## config.mk

```make
export PLATFORM = sky130hd
export DESIGN_NAME = cpbd_back
export DESIGN_NICKNAME = d
export VERILOG_FILES = /design/src/rtl/cpbd_pkg.sv /design/src/rtl/cpbd_back.sv
export SDC_FILE = /design/constraint.sdc
export NUM_CORES = 2
export LEC_CHECK = 0
export ABC_AREA = 1
export CORE_ASPECT_RATIO = 1.25
export CORE_UTILIZATION = 50
export DETAILED_ROUTE_END_ITERATION = 10
export DONT_BUFFER_PORTS = 1
export SLEW_MARGIN = 10
export SYNTH_ARGS = -nofsm -noshare
export SYNTH_HDL_FRONTEND = slang
export SYNTH_SLANG_ARGS = --single-unit
```

## constraint.sdc

```tcl
create_clock -name clk -period 7.35 [get_ports clk]
set_input_delay 0.3675 -clock clk [delete_from_list [all_inputs] [get_ports clk]]
set_output_delay 0.3675 -clock clk [all_outputs]
set_load 0.05 [all_outputs]
```

## src/rtl/cpbd_pkg.sv

```systemverilog
// Shared types, constants and helper functions of the column percentile byte dequantizer.
`timescale 1ns / 1ps

package cpbd_pkg;

  localparam int STORE_DEPTH = 1024;
  localparam int ADDR_W      = 10;
  localparam int SIZE_W      = 11;
  localparam logic [SIZE_W-1:0] SIZE_LIMIT = 11'd1024;

  localparam int QDEPTH = 2;
  localparam int Q_AW   = 1;
  localparam int Q_CW   = 2;

  localparam int CFG_DATA_W = 32;

  localparam logic FUNC_HEADER = 1'b0;
  localparam logic FUNC_DATA   = 1'b1;

  localparam logic [7:0] SEG_LOW_TOP = 8'd64;
  localparam logic [7:0] SEG_MID_TOP = 8'd192;

  typedef enum logic [1:0] {
    CFG_BASE_VALUE,
    CFG_VALUE_RANGE,
    CFG_ROW_COUNT,
    CFG_COL_COUNT
  } cfg_idx_t;

  typedef enum logic [1:0] {
    SEG_LOW,
    SEG_MID,
    SEG_HIGH
  } seg_t;

  typedef enum logic [3:0] {
    BK_IDLE,
    BK_MUL,
    BK_FOLD,
    BK_MERGE,
    BK_PCT,
    BK_DIFF,
    BK_ABS,
    BK_SCALE,
    BK_DIV,
    BK_SUM,
    BK_EMIT
  } back_state_t;

  typedef struct packed {
    logic signed [31:0] base_value;
    logic [30:0]        value_range;
    logic [10:0]        row_count;
    logic [10:0]        col_count;
  } cfg_t;

  typedef struct packed {
    logic        func;
    logic [15:0] pct0_code;
    logic [15:0] pct25_code;
    logic [15:0] pct75_code;
    logic [15:0] pct100_code;
    logic [7:0]  code;
  } in_item_t;

  typedef struct packed {
    logic signed [31:0] sample_value;
    logic [9:0]         out_row;
    logic [9:0]         out_col;
    logic               last;
  } out_item_t;

  typedef struct packed {
    logic [7:0]        code;
    logic [ADDR_W-1:0] row;
    logic [ADDR_W-1:0] col;
    logic              last;
    logic [15:0]       q0;
    logic [15:0]       q25;
    logic [15:0]       q75;
    logic [15:0]       q100;
  } job_t;

  function automatic logic [SIZE_W-1:0] eff_size(input logic [SIZE_W-1:0] v);
    logic [SIZE_W-1:0] r;
    r = v;
    if (v == '0) r = SIZE_W'(1);
    if (v > SIZE_LIMIT) r = SIZE_LIMIT;
    return r;
  endfunction

  function automatic logic signed [31:0] sat32(input logic signed [41:0] x);
    logic signed [31:0] r;
    if (x > 42'sd2147483647) r = 32'sh7fffffff;
    else if (x < -42'sd2147483648) r = 32'sh80000000;
    else r = x[31:0];
    return r;
  endfunction

endpackage

```

## src/rtl/cpbd_back.sv

```systemverilog
// Back end: percentile conversion, piecewise interpolation and result register.
`timescale 1ns / 1ps

module cpbd_back import cpbd_pkg::*; (
  input  logic      clk,
  input  logic      rst,
  input  cfg_t      cfg,
  input  logic      q_valid,
  input  job_t      q_data,
  output logic      q_pop,
  output logic      result_valid,
  input  logic      result_stall,
  output out_item_t result
);

  back_state_t        state;
  back_state_t        state_next;
  logic               out_load;

  job_t               job;
  seg_t               seg;
  logic [7:0]         steps;
  logic [15:0]        pc_lo;
  logic [15:0]        pc_hi;
  logic               pass_hi;
  logic [46:0]        prod;
  logic [30:0]        h;
  logic [31:0]        s;
  logic [31:0]        hq;
  logic [16:0]        t;
  logic signed [31:0] plo;
  logic signed [31:0] phi;
  logic signed [32:0] d;
  logic               neg;
  logic [31:0]        mag;
  logic [39:0]        m;
  logic [33:0]        quo;
  logic signed [31:0] res;
  logic signed [41:0] pct_sum;
  logic signed [41:0] out_sum;

  always_comb begin
    state_next = state;
    unique case (state)
      BK_IDLE:  if (q_valid) state_next = BK_MUL;
      BK_MUL:   state_next = BK_FOLD;
      BK_FOLD:  state_next = BK_MERGE;
      BK_MERGE: state_next = BK_PCT;
      BK_PCT:   state_next = pass_hi ? BK_DIFF : BK_MUL;
      BK_DIFF:  state_next = BK_ABS;
      BK_ABS:   state_next = BK_SCALE;
      BK_SCALE: state_next = BK_DIV;
      BK_DIV:   if (seg != SEG_HIGH || m[39:6] == '0) state_next = BK_SUM;
      BK_SUM:   state_next = BK_EMIT;
      BK_EMIT:  if (out_load) state_next = BK_IDLE;
      default:  state_next = BK_IDLE;
    endcase
  end

  always_comb begin
    q_pop    = 1'b0;
    out_load = 1'b0;
    unique case (state)
      BK_IDLE: q_pop = q_valid;
      BK_EMIT: out_load = ~result_valid | ~result_stall;
      default: begin
        q_pop    = 1'b0;
        out_load = 1'b0;
      end
    endcase
  end

  assign pct_sum = $signed({{10{cfg.base_value[31]}}, cfg.base_value})
                 + $signed({10'd0, hq}) + $signed({41'd0, t >= 17'd65535});
  assign out_sum = neg ? $signed({{10{plo[31]}}, plo}) - $signed({8'd0, quo})
                       : $signed({{10{plo[31]}}, plo}) + $signed({8'd0, quo});

  always_ff @(posedge clk) begin
    if (rst) state <= BK_IDLE;
    else state <= state_next;
  end

  always_ff @(posedge clk) begin
    case (state)
      BK_IDLE: begin
        job     <= q_data;
        pass_hi <= 1'b0;
        if (q_data.code <= SEG_LOW_TOP) begin
          seg   <= SEG_LOW;
          steps <= q_data.code;
          pc_lo <= q_data.q0;
          pc_hi <= q_data.q25;
        end else if (q_data.code <= SEG_MID_TOP) begin
          seg   <= SEG_MID;
          steps <= q_data.code - SEG_LOW_TOP;
          pc_lo <= q_data.q25;
          pc_hi <= q_data.q75;
        end else begin
          seg   <= SEG_HIGH;
          steps <= q_data.code - SEG_MID_TOP;
          pc_lo <= q_data.q75;
          pc_hi <= q_data.q100;
        end
      end
      BK_MUL: prod <= {16'd0, cfg.value_range} * {31'd0, (pass_hi ? pc_hi : pc_lo)};
      // fold the product twice to divide by 65535
      BK_FOLD: begin
        h <= prod[46:16];
        s <= {1'b0, prod[46:16]} + {16'd0, prod[15:0]};
      end
      BK_MERGE: begin
        hq <= {1'b0, h} + {16'd0, s[31:16]};
        t  <= {1'b0, s[31:16]} + {1'b0, s[15:0]};
      end
      BK_PCT: begin
        if (pass_hi) phi <= sat32(pct_sum);
        else plo <= sat32(pct_sum);
        pass_hi <= 1'b1;
      end
      BK_DIFF: d <= {phi[31], phi} - {plo[31], plo};
      BK_ABS: begin
        neg <= d[32];
        mag <= d[32] ? 32'(-d) : d[31:0];
      end
      BK_SCALE: begin
        m   <= {8'd0, mag} * {32'd0, steps};
        quo <= '0;
      end
      BK_DIV: begin
        unique case (seg)
          SEG_LOW: quo <= m[39:6];
          SEG_MID: quo <= {1'b0, m[39:7]};
          SEG_HIGH: begin
            // fold six bits a step to divide by 63
            if (m[39:6] != '0) begin
              quo <= quo + m[39:6];
              m   <= {6'd0, m[39:6]} + {34'd0, m[5:0]};
            end else if (m[5:0] == 6'd63) begin
              quo <= quo + 34'd1;
            end
          end
          default: quo <= quo;
        endcase
      end
      BK_SUM: res <= sat32(out_sum);
      default: res <= res;
    endcase
  end

  always_ff @(posedge clk) begin
    if (rst) result_valid <= 1'b0;
    else if (out_load) result_valid <= 1'b1;
    else if (!result_stall) result_valid <= 1'b0;
  end

  always_ff @(posedge clk) begin
    if (out_load) begin
      result.sample_value <= res;
      result.out_row      <= job.row;
      result.out_col      <= job.col;
      result.last         <= job.last;
    end
  end

endmodule

```

==> metrics.cfg <==
[critical_path]
worstSetupPathType = register to register
cpMostUsedCell = fa_1
reg2reg_depth = 22
r2r_start = pass_hi
r2r_slack_ns = 0.26
slowest_delay_ns = 0.57
worstSetupStartpointType = register
path_cells = inv_1 > buf_4 > or2_2 > o21ai_4 > buf_4 > nor2_1 > fa_1 > fa_1 > fa_1 > fa_1 > fa_1 > inv_1 > fa_1 > inv_1 > ha_1 > a21o_1 > a31oi_1 > o21ai_0 > a21oi_1 > o21ai_1 > a21oi_2 > xnor2_2
r2r-end = prod[37]
cp_slowest_cell = fa_1
worstPathArrival_ns = 7.49
cp-end-kind = register
cp_max_fo = 13
required_ns = 7.75

[yosys]
syn_nets = 8047
synth_area_per_cell_um2 = 8.21
synth_area_leaders = edfxtp_1 27%, fa_1 21%, nand2_1 11%
synth_top_area_share_pct = 27.1
synthCells = 6899
synth-edff-count = 512
synth-async-reset-ratio_pct = 0
ys_ff_latch = 517
synth_area_um2 = 56700
synth_ff_type = edfxtp_1
seq_area_frac_synth_pct = 27.3
yosysWarnings = 0
synth_top_area_cell = edfxtp_1
synth_cell_types = 65

[floorplan]
coreArea_um2 = 112000
dieArea_um2 = 115000
initial_core_util_pct = 50.6
design.portCount = 237
die_h_um = 378
die_w_um = 303
rows = 137

[cells_and_area]
ff_latch_area_um2 = 15500
multi_input_comb_area_um2 = 35500
instances_no_fill = 8406
drive_above_1_share_pct = 4.88
fill_cells = 10629
nNetsFinal = 8049
final_cell_mix = 1607 x nand2_1, 1275 x inv_1, 619 x nor2_1
layout_commonest_cell = nand2_1
area_delta_synth_final_pct = 7.85

[sta]
setup_tns_ns = 0
skew_ns = 0.0468
worst_slew_pin_slew_ns = 1.20
whs_ns = 0.0448
hold_viol = 0
finalSetupViolCount = 0
period_share_pct = 96.4
finalMaxSlewViolations = 0
rsz0062_at_grt = false
timing.slew.headroom_pct = 19.4
max_freq_mhz = 141
min_period_ns = 7.09

[cts]
cts_max_level = 2
cts_root_buffer = clkbuf_16
cts_tree = built
cts.sinks = 517
clk_latency_ns = 0.67
clk_path_buf_depth = 3
cts_buffers = 56
clkTransAtPathRegs_ns = 0.07

[global_routing]
grt_max_degree = 64
grt_pass1_vias = 45881
grt-ovfl-total = 0
antenna_found_initial = 5
grt_usage_pct = 30.7
grt_pass1_wl_um = 266000

[run]
cap_viol_max_count = 0

[detailed_routing]
routed-via-count = 45625
drtIter0Drc = 2800
drtPass1Iterations = 6
vias_per_cell = 5.43
routedWlPerCell_um = 20.7
postRouteAntennaNets = 0
drt_wl_total_um = 174000
drc = 0

[hold_path]
hold_class = input pin to register
min_from = q_data[24]
min_path_cells = 2
min_to = pc_hi[8]

[placed_design]
dp.cells = 8215
dp_hpwl_um = 143000
port_buffers = 0
routabilityCongestion = 0.950

[outcome]
status = complete, no violations

==> per-layer routing <==
| metal | up-vias | wire (um) | GRT usage [%] |
|---|---|---|---|
| met5 | - | 28 | 0 |
| met4 | 4 | 9530 | 14.4 |
| met3 | 374 | 8550 | 3.71 |
| met2 | 1358 | 88100 | 55.0 |
| met1 | 22121 | 67900 | 36.4 |
| li1 | 21768 | - | - |
==> registers in the layout (all words and copies together), names as in the netlist, 2 cells and up <==
name / flops
hq: 32
pc_hi: 16
pc_lo: 16
state: 4
s: 32
phi: 32
steps: 8
seg: 2
job: 21
res: 32
mag: 32
plo: 32
h: 31
quo: 34
m: 40
t: 17
d: 33
result: 53
prod: 47
==> how the worst max path moves through the flow <==
stage	depth (start not counted)	end	slack, ns	from
after floorplan	25	prod[44]	0.91	pass_hi
after global placement	22	prod[37]	0.16	pass_hi
after detailed placement	22	prod[37]	0.20	pass_hi
after CTS	22	prod[37]	0.13	pass_hi
after global routing	22	prod[37]	0.005	pass_hi
final	22	prod[37]	0.26	pass_hi
==> kinds of logic after synthesis <==
group	after synthesis	synth area share, %
AND/OR/NAND/NOR	2737	19.9
buffers and inverters	1520	10.3
adder cells (fa/ha/maj)	966	29.2
AO/OA/AOI/OAI	869	8.73
flip-flops	517	27.3
XOR/XNOR	290	4.50
==> what timing repair did <==
item	4_1_cts	5_1_grt
endpoints found under the setup margin	0	22
setup buffers	0	2
hold buffers	85	0
gates resized for setup	0	21
endpoints found under the hold margin	64	0
==> cell type report <==
type                    instances  share of cell area [%]
multi-input cells            4862                    58.1
well taps                    1459                    2.99
repair buffers                162                    2.52
inverters                    1302                    8.00
diodes                          1                 0.00410
flip-flops and latches        517                    25.3
clock inverters                37                   0.629
clock buffers                  66                    2.40
==> per-stage QoR <==
stage	utilization [%]	setup WS, ns	area [um^2]
finish	54.6	0.262	61100
global route	54.6	0.00509	61100
CTS	54.5	0.133	61000
detailed placement	52.1	0.205	58300
global placement	52.1	0.156	58300
floorplan	-	0.907	56700
==> cells in the mapped netlist, types with 66 or more instances <==
cell type / count
nand2_1: 1608
inv_1: 1276
nor2_1: 631
fa_1: 593
edfxtp_1: 512
ha_1: 373
a21oi_1: 366
o21ai_0: 241
xor2_1: 194
nand3_1: 176
clkbuf_1: 168
xnor2_1: 95
nor3_1: 90
nand4_1: 66
==> worst max-delay path, delay by kind of cell, from the launching register on <==
kind	cells	cell delay, ns
adders and majority gates	7	3.63
buffers and inverters	5	0.74
xor gates and xnor gates	1	0.12
and+or+nand+nor	2	0.37
AOI/OAI and AO/OA	7	1.54
DFF	1	0.43
Power is not shown: default switching activity piles up to over one toggle a cycle in this logic, so the estimate is an artifact.
