--- config.mk ---
export PLATFORM = sky130hd
export DESIGN_NAME = cpbd_queue
export DESIGN_NICKNAME = d
export VERILOG_FILES = /design/src/rtl/cpbd_pkg.sv /design/src/rtl/cpbd_queue.sv
export SDC_FILE = /design/constraint.sdc
export NUM_CORES = 1
export LEC_CHECK = 0
export ABC_AREA = 1
export BUFFER_PORTS_ARGS = -buffer_cell sky130_fd_sc_hd__buf_2
export CAP_MARGIN = 20
export CORE_MARGIN = 4
export CORE_UTILIZATION = 45
export DETAILED_ROUTE_END_ITERATION = 6
export HOLD_SLACK_MARGIN = 0.06
export PLACE_DENSITY_LB_ADDON = 0.3
export SYNTH_ARGS = -nofsm -noshare
export SYNTH_HDL_FRONTEND = slang
export SYNTH_SLANG_ARGS = --single-unit
--- constraint.sdc ---
create_clock -name clk -period 8.5 [get_ports clk]
set_input_delay 0.85 -clock clk [delete_from_list [all_inputs] [get_ports clk]]
set_output_delay 0.85 -clock clk [all_outputs]
set_load 0.01 [all_outputs]
--- src/rtl/cpbd_pkg.sv ---
// Shared types, constants and helper functions of the column percentile byte dequantizer.
`timescale 1ns / 1ps

package cpbd_pkg;

  localparam int STORE_DEPTH = 1024;
  localparam int ADDR_W      = 10;
  localparam int SIZE_W      = 11;
  localparam logic [SIZE_W-1:0] SIZE_LIMIT = 11'd1024;

  localparam int QDEPTH = 2;
  localparam int Q_AW   = 1;
  localparam int Q_CW   = 2;

  localparam int CFG_DATA_W = 32;

  localparam logic FUNC_HEADER = 1'b0;
  localparam logic FUNC_DATA   = 1'b1;

  localparam logic [7:0] SEG_LOW_TOP = 8'd64;
  localparam logic [7:0] SEG_MID_TOP = 8'd192;

  typedef enum logic [1:0] {
    CFG_BASE_VALUE,
    CFG_VALUE_RANGE,
    CFG_ROW_COUNT,
    CFG_COL_COUNT
  } cfg_idx_t;

  typedef enum logic [1:0] {
    SEG_LOW,
    SEG_MID,
    SEG_HIGH
  } seg_t;

  typedef enum logic [3:0] {
    BK_IDLE,
    BK_MUL,
    BK_FOLD,
    BK_MERGE,
    BK_PCT,
    BK_DIFF,
    BK_ABS,
    BK_SCALE,
    BK_DIV,
    BK_SUM,
    BK_EMIT
  } back_state_t;

  typedef struct packed {
    logic signed [31:0] base_value;
    logic [30:0]        value_range;
    logic [10:0]        row_count;
    logic [10:0]        col_count;
  } cfg_t;

  typedef struct packed {
    logic        func;
    logic [15:0] pct0_code;
    logic [15:0] pct25_code;
    logic [15:0] pct75_code;
    logic [15:0] pct100_code;
    logic [7:0]  code;
  } in_item_t;

  typedef struct packed {
    logic signed [31:0] sample_value;
    logic [9:0]         out_row;
    logic [9:0]         out_col;
    logic               last;
  } out_item_t;

  typedef struct packed {
    logic [7:0]        code;
    logic [ADDR_W-1:0] row;
    logic [ADDR_W-1:0] col;
    logic              last;
    logic [15:0]       q0;
    logic [15:0]       q25;
    logic [15:0]       q75;
    logic [15:0]       q100;
  } job_t;

  function automatic logic [SIZE_W-1:0] eff_size(input logic [SIZE_W-1:0] v);
    logic [SIZE_W-1:0] r;
    r = v;
    if (v == '0) r = SIZE_W'(1);
    if (v > SIZE_LIMIT) r = SIZE_LIMIT;
    return r;
  endfunction

  function automatic logic signed [31:0] sat32(input logic signed [41:0] x);
    logic signed [31:0] r;
    if (x > 42'sd2147483647) r = 32'sh7fffffff;
    else if (x < -42'sd2147483648) r = 32'sh80000000;
    else r = x[31:0];
    return r;
  endfunction

endpackage

--- src/rtl/cpbd_queue.sv ---
// Short queue between front end and back end.
`timescale 1ns / 1ps

module cpbd_queue import cpbd_pkg::*; (
  input  logic clk,
  input  logic rst,
  input  logic push,
  input  job_t push_data,
  output logic full,
  input  logic pop,
  output logic q_valid,
  output job_t q_data
);

  job_t            entries [QDEPTH];
  logic [Q_AW-1:0] wr_ptr;
  logic [Q_AW-1:0] rd_ptr;
  logic [Q_CW-1:0] count;

  assign full    = count == Q_CW'(QDEPTH);
  assign q_valid = count != '0;
  assign q_data  = entries[rd_ptr];

  always_ff @(posedge clk) begin
    if (rst) begin
      wr_ptr <= '0;
      rd_ptr <= '0;
      count  <= '0;
    end else begin
      if (push) wr_ptr <= wr_ptr + Q_AW'(1);
      if (pop) rd_ptr <= rd_ptr + Q_AW'(1);
      if (push && !pop) count <= count + Q_CW'(1);
      else if (pop && !push) count <= count - Q_CW'(1);
    end
  end

  always_ff @(posedge clk) begin
    if (push) entries[wr_ptr] <= push_data;
  end

endmodule

==> results of run 1 <==
## power groups by stage
stage / Sequential [mW] / Clock (mW) / Combinational [mW]
CTS: 1.11 / 0.736 / 0.228
finish: 1.11 / 0.714 / 0.222
global placement: 1.13 / 0 / 0.224
detailed placement: 1.14 / 0 / 0.228
floorplan: 1.12 / 0 / 0.150
global route: 1.12 / 0.776 / 0.241
## cells in the mapped netlist, drive strengths merged
library cell	instances	area, sq um
ha	1	12.5
nand2	6	22.5
xnor2	1	8.76
nor3	1	5.00
dfxtp	5	100
nand3	1	5.00
nor2	6	22.5
mux2	93	1310
a21oi	1	5.00
nand4	1	6.26
buf	10	96.4
edfxtp	186	5590
inv	9	33.8
o21ai	1	5.00
## layer usage
layer / vias up / track usage (%)
li1: 1663 / -
met1: 1710 / 16.6
met2: 137 / 22.4
met3: 22 / 4.81
met4: 2 / 6.62
met5: - / 0
## worst max-delay path, cell delays in order (launching register included)
cell and delay [ps]:
dfxtp_4 900, buf_4 760, mux2_2 420, buf_2 140
## cell families (layout without fill, tap and decap cells)
logic type | count (synthesis) | in the layout | share of synthesized area, %
compound gates | 2 | 2 | 0.139
xor+xnor | 1 | 1 | 0.121
flops | 191 | 191 | 78.8
mux | 93 | 93 | 18.1
buf+inv | 19 | 235 | 1.80
fa+ha+maj | 1 | 1 | 0.173
simple gates | 15 | 15 | 0.849
## worst min-delay path by stage
stage,startpoint,end,slack (ps)
global placement,rd_ptr,rd_ptr,500
global route,rd_ptr,rd_ptr,570
detailed placement,rd_ptr,rd_ptr,500
finish,rd_ptr,rd_ptr,510
floorplan,rd_ptr,register,480
CTS,rd_ptr,rd_ptr,520
## layout make-up
| type | instances | area [sq um] |
|---|---|---|
| well taps | 216 | 270 |
| clock inverters | 11 | 93.8 |
| inverters | 9 | 36.3 |
| repair buffers | 194 | 978 |
| fillers | 1292 | 6910 |
| multi-input cells | 112 | 1410 |
| flip-flops and latches | 191 | 5690 |
| clock buffers | 21 | 440 |
## registers in the layout (all words and copies together) (netlist names), named ones only
| name | cells |
|---|---|
| entries | 186 |
| count | 2 |
| rd_ptr | 1 |
| wr_ptr | 1 |
## metrics by stage
stage	power, mW	hold WS (ps)	utilization (%)
floorplan	1.27	480	-
global placement	1.36	501	53.0
detailed placement	1.36	503	53.0
CTS	2.08	520	56.3
global route	2.14	569	56.3
finish	2.05	514	56.3
==> metrics.yaml, run 1 <==
timing:
  tns_ps: 0
  timing.final.hold_violations: 0
  fin_skew_ps: 8.22
  layout_setup_ws_ps: 4970
  slew_viol_final: 0
  fin_crit_ps: 3530
  setup_violations: 0
  fin_crit_sh_pct: 41.5
  slew_headroom_pct: 39.7
  grt_setup_unrepaired: "no"
  worst_pin_slew_ps: 904
  fmax_ghz: 0.284
synth:
  yosysUniqueCellTypes: 17
  syn_area_sq_mm: 0.00722
  yosysSeqAreaShare_pct: 78.8
  ys_warn_count: 0
  syn-instance-count: 322
  syn_avg_cell_area_sq_um: 22.4
  yosys_register_bits: 191
  syn-num-nets: 420
pwr:
  powerDensity_mw_per_mm2: 230
  power.net_switching_mw: 0.441
  swShare_pct: 21.5
  pwr-share-seq_pct: 54.3
  p_int_mw: 1.61
  peakVddDrop_mv: 0.131
  p_leak_nw: 3.50
  clkPwrFrac_pct: 34.8
  pwr-share-comb_pct: 10.8
setup_path:
  cp_max_fo: 50
  end_kind: "output port"
  r2r_start: "wr_ptr"
  required_ps: 7650
  crit_path_start_kind: "register"
  r2r_slack_ps: 6280
  crit_type: "reg -> out"
  r2r_cells: 2
  endpoint: "q_data[73]"
  cp_data_arrival_time_ps: 2680
  rr_endpoint: "entries[0][68]"
finish:
  final_cell_mix: "191 x buf_2, 186 x edfxtp_1, 70 x mux2_4, 23 x mux2_2, 17 x clkbuf_16"
  fin_area_sq_mm: 0.00892
  diodes: 0
  layout_commonest_cell: "buf_2"
  area.growth.synth_to_final_pct: 23.6
  drive_gt1_share_pct: 58.6
  stdcell_count: 754
  num-nets-final: 623
clocking:
  numCtsBuffers: 17
  ctsHtreeMaxLevel: 4
  cts_tree: "done"
  cts-root-buf: "clkbuf_16"
  cts.sink_count: 191
  clk_latency_ps: 410
  postCtsSetupRepairBufs: 0
  clockBufferDepth: 2
  postCtsHoldBufs: 0
  clk_transition_reported_paths_ps: 70
  post_cts_resized: 0
drt:
  post_drt_wl_per_cell_um: 16.4
  met1Wirelength_um: 5040
  drt_wl_total_um: 12400
  vias: 3534
  dr.pass1.iters: 5
  vias_per_cell: 4.69
  drc: 0
  antenna_left: 0
  wl_met3_um: 1040
  drtIter0Drc: 176
  wl_met2_um: 6040
  top_layer: "met5"
floorplanning:
  die_y_um: 135
  die_w_um: 135
  core_area_sq_mm: 0.0158
  ios: 192
  initial_utilization_pct: 45.6
  rows: 46
  dieArea_sq_mm: 0.0181
grt:
  grt_max_degree: 68
  grt_usage_pct: 13.8
  antenna_found_initial: 1
  overflow: 0
  grt_first_pass_wirelength_um: 19100
  grt_pass1_vias: 3823
job:
  maxCapViolCount: 0
worst_hold_path:
  hp-class: "reg -> reg"
  whs_path_depth: 2
placement:
  gp_congestion: 0.688
  placedCellCount: 722
  dpl_cell_area_sq_mm: 0.00838
  io_buffers: 191
  dpl.hpwl_um: 8300
  post-place-ws_ps: 5350
outcome:
  outcome: "completed"
No activity file was read; power rests on OpenSTA's default activity.
==> run 2: changes to the inputs <==
- ABC_AREA: 1 -> 0
- clock period: 8.5 -> 3.5 ns (I/O delays scaled with it)
==> metrics.yaml, run 2 <==
outcome:
  outcome: "completed"  # unchanged
pwr:
  p_total_mw: 5.04  # was 2.05 mW
  peakVddDrop_mv: 0.288  # was 0.131 mV
  p_leak_nw: 3.50  # about the same
  powerDensity_mw_per_mm2: 564  # was 230 mW/mm^2
timing:
  worst_pin_slew_ps: 770  # was 904 ps
  fin_crit_sh_pct: 71.1
  fin_skew_ps: 4.84  # was 8.22 ps
  tns_ps: 0  # unchanged
  slew_headroom_pct: 48.7  # was 39.7%
  grt_setup_unrepaired: "no"  # unchanged
  timing.final.hold_violations: 0  # unchanged
  setup_violations: 0  # unchanged
  fmax_ghz: 0.402
  slew_viol_final: 0  # unchanged
  fin_crit_ps: 2490
clocking:
  post_cts_resized: 0  # unchanged
  numCtsBuffers: 17  # unchanged
  ctsHtreeMaxLevel: 4  # unchanged
  clockBufferDepth: 2  # unchanged
  postCtsHoldBufs: 0  # unchanged
  cts.sink_count: 191  # unchanged
  clk_latency_ps: 420  # was 410 ps
  cts_tree: "done"  # unchanged
  cts-root-buf: "clkbuf_16"  # unchanged
  postCtsSetupRepairBufs: 0  # unchanged
  clk_transition_reported_paths_ps: 60  # was 70 ps
synth:
  yosys.cell_count.top_type: "edfxtp_1"  # unchanged
  synth_top_area_cell: "edfxtp_1"  # unchanged
  synth_edf_count: 186  # unchanged
  syn-instance-count: 311  # was 322
  yosys_most_used_dff: "edfxtp_1"  # unchanged
  syn_avg_cell_area_sq_um: 23.2  # was 22.4 sq um
  synthTopCellsByArea: "edfxtp_1 78%, mux2_4 15%, mux2_2 3.6%"  # was edfxtp_1 77%, mux2_4 15%, mux2_2 3.6%
  synthArstFlopShare_pct: 0  # unchanged
  yosysUniqueCellTypes: 19  # was 17
  netlist_top_cells_count: "186 x edfxtp_1, 70 x mux2_4, 23 x mux2_2"  # unchanged
  yosys_register_bits: 191  # unchanged
  syn-num-nets: 409  # was 420
  ys_warn_count: 0  # unchanged
  yosysSeqAreaShare_pct: 79.0  # was 78.8%
  syn_area_sq_mm: 0.00720  # was 0.00722 sq mm
  synth_top_area_share_pct: 77.6  # was 77.4%
floorplanning:
  dieArea_sq_mm: 0.0181  # about the same
  core_area_sq_mm: 0.0154  # was 0.0158 sq mm
  ios: 192  # unchanged
  die_y_um: 134  # was 135 um
  initial_utilization_pct: 46.7  # was 45.6%
  die_w_um: 134  # was 135 um
  rows: 45  # was 46
finish:
  stdcell_count: 741  # was 754
  layout_commonest_cell: "buf_2"  # unchanged
  regMostFlops: "entries"  # unchanged
  num-nets-final: 615  # was 623
  largest_reg_flops: 186  # unchanged
  drive_gt1_share_pct: 60.7  # was 58.6%
  fin_area_sq_mm: 0.00894  # was 0.00892 sq mm
  utilization_pct: 57.9  # was 56.3%
  area.growth.synth_to_final_pct: 24.2  # was 23.6%
  final_cell_mix: "191 x buf_2, 186 x edfxtp_1, 70 x mux2_4, 23 x mux2_2, 17 x clkbuf_16"  # unchanged
  top_regs: "entries: 186 flops, count: 2 flops"  # unchanged
setup_path:
  required_ps: 3150  # was 7650 ps
  crit_slowest_cell: "dfxtp_4"  # unchanged
  crit_type: "reg -> out"  # unchanged
  crit_path_start_kind: "register"  # unchanged
  r2r_slack_ps: 1600  # was 6280 ps
  cp.depth: 3  # unchanged
  r2r_start: "wr_ptr"  # unchanged
  crit_chain: "buf_4 > mux2_2 > buf_2"  # unchanged
  endpoint: "q_data[1]"  # was q_data[73]
  cp_max_fo: 34  # was 50
  cp_top_family: "flip-flops"  # unchanged
  rr_endpoint: "entries[1][6]"  # was entries[0][68]
  cp_num_buf_inv: 2  # unchanged
  r2r_cells: 2  # unchanged
  end_kind: "output port"  # unchanged
  cp_data_arrival_time_ps: 2140  # was 2680 ps
  cp_slowest_stage_delay_ps: 750  # was 900 ps
drt:
  vias: 3491  # was 3534
  drtIter0Drc: 181  # was 176
  dr.pass1.iters: 4  # was 5
  drc: 0  # unchanged
  antenna_left: 0  # unchanged
  post_drt_wl_per_cell_um: 17.3  # was 16.4 um
  vias_per_cell: 4.71  # was 4.69
  drt_wl_total_um: 12800  # was 12400 um
grt:
  grt_max_degree: 55  # was 68
  antenna_found_initial: 0  # was 1
  grt_first_pass_wirelength_um: 19900  # was 19100 um
  grt_usage_pct: 14.8  # was 13.8%
  overflow: 0  # unchanged
  grt_pass1_vias: 3841  # was 3823
job:
  maxCapViolCount: 0  # unchanged
placement:
  dpl_cell_area_sq_mm: 0.00841  # was 0.00838 sq mm
  placedCellCount: 709  # was 722
  io_buffers: 191  # unchanged
  dpl.hpwl_um: 8780  # was 8300 um
  gp_congestion: 0.715  # was 0.688
worst_hold_path:
  hp-class: "in -> reg"  # was reg -> reg
[run 2: cell count changes after synthesis, sizes merged, moves of 2 or more]
cell,before,now
nor2,6,4
nand2,6,0
xor2,0,2
inv,9,1
[run 2: kinds of logic after synthesis]
group	share of synthesized area (%)
muxes	18.2
DFF	79.0
buffers and inverters	1.39
adders and majority gates	0.174
xor gates and xnor gates	0.487
and+or+nand+nor	0.660
AOI/OAI and AO/OA	0.139
[run 2: layout make-up]
type / count / area (sq um)
fill: 1243 / 6490
sequential: 191 / 5690
multi-input combinational: 109 / 1430
timing repair buffer: 197 / 1030
clock buffer: 18 / 429
tap: 211 / 264
clock inverter: 13 / 100
inverter: 1 / 3.75
antenna: 1 / 2.50
[run 2: worst min path at each step]
stage / depth (start not counted) / to / slack, ps / start
floorplan: 1 / count[1] / 420 / rst
global placement: 2 / count[1] / 470 / count[1]
detailed placement: 2 / count[1] / 500 / count[1]
CTS: 1 / entries[0][89] / 90 / push_data[89]
global route: 1 / entries[1][62] / 80 / push_data[62]
finish: 1 / entries[1][77] / 120 / push_data[77]
[run 2: routing by layer]
metal | vias to the layer above | track usage [%] | part of all wire, %
met4 | 0 | 4.75 | 1.4
met2 | 130 | 25.3 | 52
met3 | 16 | 6.74 | 8.3
met5 | - | 0 | 0
li1 | 1645 | - | -
met1 | 1700 | 16.6 | 38
[run 2: stage by stage]
stage          worst slack, ps  hold WS, ps
2_1_floorplan              285          419
4_1_cts                    929         85.0
5_1_grt                    861         84.3
6_report                  1010          117
3_5_place_dp              1400          500
3_3_place_gp              1440          474
[run 2: report_power, final]
part / switching [mW] / internal [mW]
logic: 0.282 / 0.311
registers: 0.0560 / 2.67
clock network: 0.762 / 0.962
